## config.mk

```make
export PLATFORM = sky130hd
export DESIGN_NAME = sset_place
export DESIGN_NICKNAME = d
export VERILOG_FILES = /design/src/hw/rtl/sset_pkg.sv /design/src/hw/rtl/sset_place.sv
export SDC_FILE = /design/constraint.sdc
export NUM_CORES = 1
export LEC_CHECK = 0
export ABC_AREA = 0
export BUFFER_PORTS_ARGS = -buffer_cell sky130_fd_sc_hd__buf_2
export CAP_MARGIN = 20
export CORE_MARGIN = 2
export CORE_UTILIZATION = 50
export DETAILED_ROUTE_END_ITERATION = 6
export MAX_ROUTING_LAYER = met4
export PLACE_DENSITY = 0.8
export SETUP_SLACK_MARGIN = 0.5
export SYNTH_ARGS = -nofsm -noshare
export SYNTH_HDL_FRONTEND = slang
export SYNTH_SLANG_ARGS = --single-unit
```

## constraint.sdc

```tcl
create_clock -name vclk -period 7.1
set_input_delay 1.42 -clock vclk [all_inputs]
set_output_delay 1.42 -clock vclk [all_outputs]
set_load 0.005 [all_outputs]
```

## src/hw/rtl/sset_pkg.sv

```systemverilog
// Shared types, constants and helpers for the sorted sparse entry table.
// No dependencies; used by every module of the block.
`default_nettype none

package sset_pkg;

    // Table geometry
    localparam int CAPACITY = 64;
    localparam int CNT_W    = $clog2(CAPACITY + 1);

    // Fixed field widths
    localparam int ROW_W     = 16;
    localparam int COL_W     = 16;
    localparam int VAL_W     = 64;
    localparam int IDX_W     = 6;
    localparam int EXT_W     = 17;
    localparam int STAT_W    = 3;
    localparam int CNT_OUT_W = 7;

    // One bit per table position
    typedef logic [CAPACITY-1:0] t_vec;

    typedef enum logic [1:0] {
        MODE_CLEAR  = 2'd0,
        MODE_APPEND = 2'd1,
        MODE_INSERT = 2'd2,
        MODE_READ   = 2'd3
    } t_mode;

    typedef enum logic [STAT_W-1:0] {
        ST_OK         = 3'd0,
        ST_ROW_ABSENT = 3'd1,
        ST_DUP_COL    = 3'd2,
        ST_FULL       = 3'd3,
        ST_BAD_INDEX  = 3'd4
    } t_status;

    typedef enum logic {
        S_IDLE = 1'b0,
        S_EXEC = 1'b1
    } t_state;

    typedef struct packed {
        logic [ROW_W-1:0] row;
        logic [COL_W-1:0] col;
        logic [VAL_W-1:0] value;
    } t_entry;

    // Per-cell write control
    typedef struct packed {
        logic load;   // take the new entry
        logic shift;  // take the lower neighbor's entry
    } t_cell_ctl;

    // Per-cell compare results, captured with the request
    typedef struct packed {
        logic eq;     // cell row equals request row
        logic below;  // cell col below request col
        logic above;  // cell col above request col
        logic hit;    // cell position equals read index
    } t_cell_flags;

    // Compare results of the whole row of cells
    typedef struct packed {
        t_vec eq;
        t_vec below;
        t_vec above;
    } t_match;

    // Lowest set bit of a vector, as a one-hot vector
    function automatic t_vec lowest_bit(input t_vec x);
        return x & (~x + t_vec'(1));
    endfunction

endpackage

`default_nettype wire

```

## src/hw/rtl/sset_place.sv

```systemverilog
// Decides status and write position from the captured cell flags.
// Depends on sset_pkg.
`default_nettype none

module sset_place
    import sset_pkg::*;
(
    input  wire t_mode            i_mode,
    input  wire logic [CNT_W-1:0] i_count,
    input  wire logic [IDX_W-1:0] i_index,
    input  wire t_match           i_match,
    output t_status               o_status,
    output t_vec                  o_pos
);

    t_vec w_valid;
    t_vec w_tail;
    t_vec w_row;
    t_vec w_start;
    t_vec w_after;
    t_vec w_gap;
    t_vec w_end;
    t_vec w_run;
    t_vec w_last;
    t_vec w_cand;
    t_vec w_ins;
    logic w_row_found;
    logic w_first;
    logic w_past;
    logic w_between;
    logic w_full;
    logic w_bad_idx;

    // Occupied positions and the first free one
    for (genvar k = 0; k < CAPACITY; k++) begin : g_pos
        localparam int K = k;
        assign w_valid[k] = (32'(i_count) > K);
        assign w_tail[k]  = (32'(i_count) == K);
    end

    // First run of the request row
    assign w_row       = w_valid & i_match.eq;
    assign w_row_found = |w_row;
    assign w_start     = lowest_bit(w_row);
    assign w_after     = ~(w_start - t_vec'(1));
    assign w_gap       = w_after & ~w_row;
    assign w_end       = lowest_bit(w_gap);
    assign w_run       = w_after & (w_end - t_vec'(1));
    assign w_last      = w_run & ~(w_run >> 1);

    // Placement: before the run, after it, or in the first fitting gap
    assign w_first   = |(w_start & i_match.above);
    assign w_past    = |(w_last & i_match.below);
    assign w_cand    = ((w_run & i_match.below) << 1) & w_run & i_match.above;
    assign w_between = |w_cand;
    assign w_ins     = w_first ? w_start : (w_past ? w_end : lowest_bit(w_cand));

    assign w_full    = (32'(i_count) >= CAPACITY);
    assign w_bad_idx = (32'(i_index) >= 32'(i_count));

    always_comb begin
        o_status = ST_OK;
        o_pos    = w_tail;
        case (i_mode)
            MODE_CLEAR: begin
                o_status = ST_OK;
            end
            MODE_APPEND: begin
                if (w_full) o_status = ST_FULL;
            end
            MODE_INSERT: begin
                o_pos = w_ins;
                if (!w_row_found) begin
                    o_status = ST_ROW_ABSENT;
                end else if (!(w_first || w_past || w_between)) begin
                    o_status = ST_DUP_COL;
                end else if (w_full) begin
                    o_status = ST_FULL;
                end
            end
            MODE_READ: begin
                if (w_bad_idx) o_status = ST_BAD_INDEX;
            end
            default: begin
                o_status = ST_OK;
            end
        endcase
    end

endmodule

`default_nettype wire

```

==> results of run 1 <==
-- routing by layer --
layer	track usage (%)	overflow
met3	86.6	60
met2	122	950
met5	-	-
met1	92.6	67
met4	110	273
-- Yosys cell counts (26+ instances only) --
master / instances
a31oi_1: 59
a21oi_1: 88
nor3_1: 74
clkbuf_1: 38
nor4_1: 45
nand3_1: 139
o21ai_1: 27
and3_1: 33
and2_1: 26
o211ai_1: 26
nand2_1: 193
inv_1: 29
buf_2: 39
o21ai_0: 101
nor2_1: 177
nand4_1: 64
-- through the flow --
step	hold slack, ps	util [%]
after detailed placement	3170	84.1
after CTS	3170	91.4
after floorplan	2920	-
after global placement	3160	84.1
-- what timing repair did --
item | 4_1_cts
gates resized for setup | 190
setup buffers | 47
pin swaps | 81
cloned | 2
endpoints found under the hold margin | 0
endpoints found under the setup margin | 65
-- kinds of logic after synthesis --
logic type,count (synthesis)
multiplexers,4
adder cells (fa/ha/maj),6
AO/OA/AOI/OAI,570
buffers and inverters,126
XOR/XNOR,1
AND/OR/NAND/NOR,935
==> results.md, run 1 <==
* Starting Density at 50.9%
* Largest family of logic cells by synthesized area: simple AND/OR/NAND/NOR gates
* Simple-gate share of the synthesized area at 51.6%
* Cts hold-fix bufs at 0
* First-pass GRT wire length at 161000 um
* Stop Error: [ERROR GRT-0116] Global routing finished with congestion. Check the congestion regions in the DRC Viewer.
* Post-synthesis compound-gate area fraction at 41.2%
* XOR/XNOR Fraction of Synth Area at 0.0883%
* Post-synthesis mux area share at 0.416%
* Total grt overflow at 1350
* Synth area leaders: nand2_1 (7.3%), nand3_1 (7.0%), nor2_1 (6.7%), o21ai_0 (5.1%), a21oi_1 (4.4%)
* Yosys warns at 0
* Yosys top cell by area: nand2_1
* Adder-cell share of the synthesized area at 0.757%
* Syn_area_per_cell at 6.04 um^2
* GRT Util Overall at 102%
* Placement Cell Area at 16400 um^2
* Die Y at 145 um
* Largest net degree at the start of global routing at 53
* Cells after Synth at 1642
* Port Buffers at 274
* I/O pins at 274
* Net count after synthesis at 1855
* Halt Stage: global routing
* Dpl cells at 2748
* RD Place Congestion at 1.37
* Status: stopped before the end
* Die X-Extent at 145 um
* Sequential element share of the synthesized area at 0%
* Half-perimeter wire length after placement at 60700 um
* Netlist cell types at 116
* Synthesized area at 9910 um^2
* Rows at 51
* Dpl ws at -1800 ps
* Top cell type's share of synthesized area at 7.31%
* Vias in the first global route at 26.8k
==> run 2: changes to the inputs <==
--- a/config.mk
+++ b/config.mk
@@ -9,11 +9,9 @@
 export BUFFER_PORTS_ARGS = -buffer_cell sky130_fd_sc_hd__buf_2
 export CAP_MARGIN = 20
 export CORE_MARGIN = 2
-export CORE_UTILIZATION = 50
+export CORE_UTILIZATION = 35
 export DETAILED_ROUTE_END_ITERATION = 6
-export MAX_ROUTING_LAYER = met4
-export PLACE_DENSITY = 0.8
-export SETUP_SLACK_MARGIN = 0.5
+export PLACE_DENSITY_LB_ADDON = 0.15
 export SYNTH_ARGS = -nofsm -noshare
 export SYNTH_HDL_FRONTEND = slang
 export SYNTH_SLANG_ARGS = --single-unit
==> constraint.sdc (replaced) <==
create_clock -name vclk -period 9.23
set_input_delay 1.846 -clock vclk [all_inputs]
set_output_delay 1.846 -clock vclk [all_outputs]
set_load 0.005 [all_outputs]
==> results.md, run 2 <==
* Gate power share at 100.0%
* Half-perimeter wire length after placement at 61000 um (+0.54%)
* Die X-Extent at 172 um (+19%)
* Hold_ws at 4010 ps
* Post-layout min period at 9490 ps
* Top cell type's share of synthesized area at 7.31% (unchanged)
* Setup violators final at 61
* RD Place Congestion at 1.09 (-20%)
* Grt peak-use layer: met2
* Critical path type: input port to output port
* Clock buffer count at 0
* Share of cells above drive strength 1 at 39.7%
* Drt via density at 6.92
* Layout Nets at 2499
* Clk pwr share at 0%
* Endpoint class of the critical path: output port
* DRT Wirelength at 73800 um
* Total grt overflow at 0
* Pleak at 0.00644 uW
* Tightest Pin Transition at 1260 ps
* Number of max-cap violations at 0
* Yosys warns at 0 (unchanged)
* Antenna-violating nets left at 0
* CP Launch Type: input port
* Internal power at 260 uW
* Min-Delay Startpoint: i_mode[1]
* Synth area leaders: nand2_1 (7.3%), nand3_1 (7.0%), nor2_1 (6.7%), o21ai_0 (5.1%), a21oi_1 (4.4%)
* Fin crit share at 103%
* Critical-path maximum fanout at 6
* Power Density at 42.6 nW/um^2
* Global Route met2 Usage at 72.5%
* CP startpoint: i_count[1]
* FILL cells at 2769
* Fin worst setup slack at -261 ps
* Syn_area_per_cell at 6.04 um^2 (unchanged)
* Net Sw Frac at 61.0%
* Initial antenna violation count at 4
* CP Data Required Time at 7380 ps
* Sequential element share of the synthesized area at 0% (unchanged)
* Global Route met1 Usage at 61.6%
* Rows at 61 (+20%)
* Violation count after the first detailed-route iteration at 3317
* FMAX at 105 MHz
* Cts hold-fix bufs at 0 (unchanged)
* P_sw at 406 uW
* Slew Limit Headroom at 15.4%
* Worst min-delay path class: input port to output port
* Netlist cell types at 116 (unchanged)
* Most frequent cells in the layout: buf_4 (445), buf_2 (267), nand2_1 (192), nor2_1 (170), nand3_1 (136)
* Vias in the first global route at 16.4k
* WP data arrival at 7640 ps
* Via count at 18.4k
* Port Buffers at 274 (unchanged)
* Net count after synthesis at 1855 (unchanged)
* Register area at 0 um^2
* Synthesized area at 9910 um^2 (unchanged)
* Most frequent cell after synthesis: nand2_1
* WL per Instance at 27.7 um
* GRT met3 Usage at 11.5%
* First-pass GRT wire length at 104000 um
* Area of the multi-input gates at 9980 um^2
* Starting Density at 35.6% (-15 points)
* Slew Limit Fails at 0
* Fin. Hold Viols at 0
* Drt pass-1 iters at 7
* Total core area at 27900 um^2
* Setup TNS at -7090 ps
* GRT Util Overall at 47.0%
* Die Y at 172 um (+19%)
* Failing checks: design-rule violations, negative setup slack
* I/O pins at 274 (unchanged)
* Max VDD drop at 0.0188 mV
* Largest net degree at the start of global routing at 50
* RSZ-0062 raised after global routing: true
* Die area at 29700 um^2
* Commonest non-fill, non-tap cell in the layout: buf_4
* Sequential cell count at 0
* Yosys top cell by area: nand2_1
* DRC at 1
* Status: complete, but fails checks
* Layout area overhead at 57.6%
* Final core utilization at 56.1%
* Sequential group share of total power at 0%
* Cells after Synth at 1642 (unchanged)
* Synth top cells by count: nand2_1 (193), nor2_1 (177), nand3_1 (139)
* Dpl ws at -814 ps (+982 ps)
run 2: cell counts after synthesis:
No cell type changed its count.
run 2: cells by family (layout without fill, tap and decap cells):
| group | after synthesis | count (layout) | synth area share [%] |
|---|---|---|---|
| compound gates | 570 | 570 | 41.2 |
| simple gates | 935 | 935 | 51.6 |
| other cells | 0 | 1 | 0 |
| xor+xnor | 1 | 1 | 0.0884 |
| mux | 4 | 4 | 0.416 |
| buf+inv | 126 | 768 | 5.94 |
| fa+ha+maj | 6 | 6 | 0.757 |
run 2: worst max-delay path, cell delays in order:
cell       delay, ps
buf_12           110
or4b_4           540
or3_4            410
a211o_4          390
nor3_4           310
buf_6            160
buf_4            110
nand4_1           90
a22o_4           260
buf_4            150
or3_4            400
nor4_4           300
nor4_2            80
a2111oi_2        290
nand4b_1         380
nor4_4           480
o2111ai_2        220
nor2_4           220
buf_4            160
buf_6            140
nand3_4          100
o41ai_4          350
buf_2            160
run 2: final cells by class:
| class | instances | area share, % |
|---|---|---|
| diodes | 1 | 0.0160 |
| well taps | 378 | 3.03 |
| repair buffers | 738 | 32.4 |
| multi-input cells | 1516 | 63.9 |
| inverters | 30 | 0.721 |
run 2: layer usage:
layer	routed length, um	share of wire (%)
met2	30800	42
met3	10400	14
met4	4790	6.5
met5	52	0.070
met1	27800	38
run 2: final timing paths:
check	endpoint	cells past startpoint
max	o_pos[34]	23
min	o_status[2]	4
run 2: stage by stage:
step                instance area, um^2  total power [uW]  cells
finish                            15600               666   2663
global route                      15600               686   2662
CTS                               14900               594   2636
detailed placement                14700               585   2635
global placement                  14700               585   2635
floorplan                          9910               265   1642
run 2: power groups by stage:
stage | sequential (uW) | combinational [uW] | clock (uW)
2_1_floorplan | 0 | 265 | 0
3_3_place_gp | 0 | 585 | 0
4_1_cts | 0 | 594 | 0
5_1_grt | 0 | 686 | 0
6_report | 0 | 666 | 0.00000113
3_5_place_dp | 0 | 585 | 0
run 2: timing repair:
action	4_1_cts	5_1_grt
cloned	0	0
pin swaps	7	58
setup buffers	1	27
resized for setup	33	108
endpoints found under the setup margin	65	65
(Power assumes the default switching activity.)
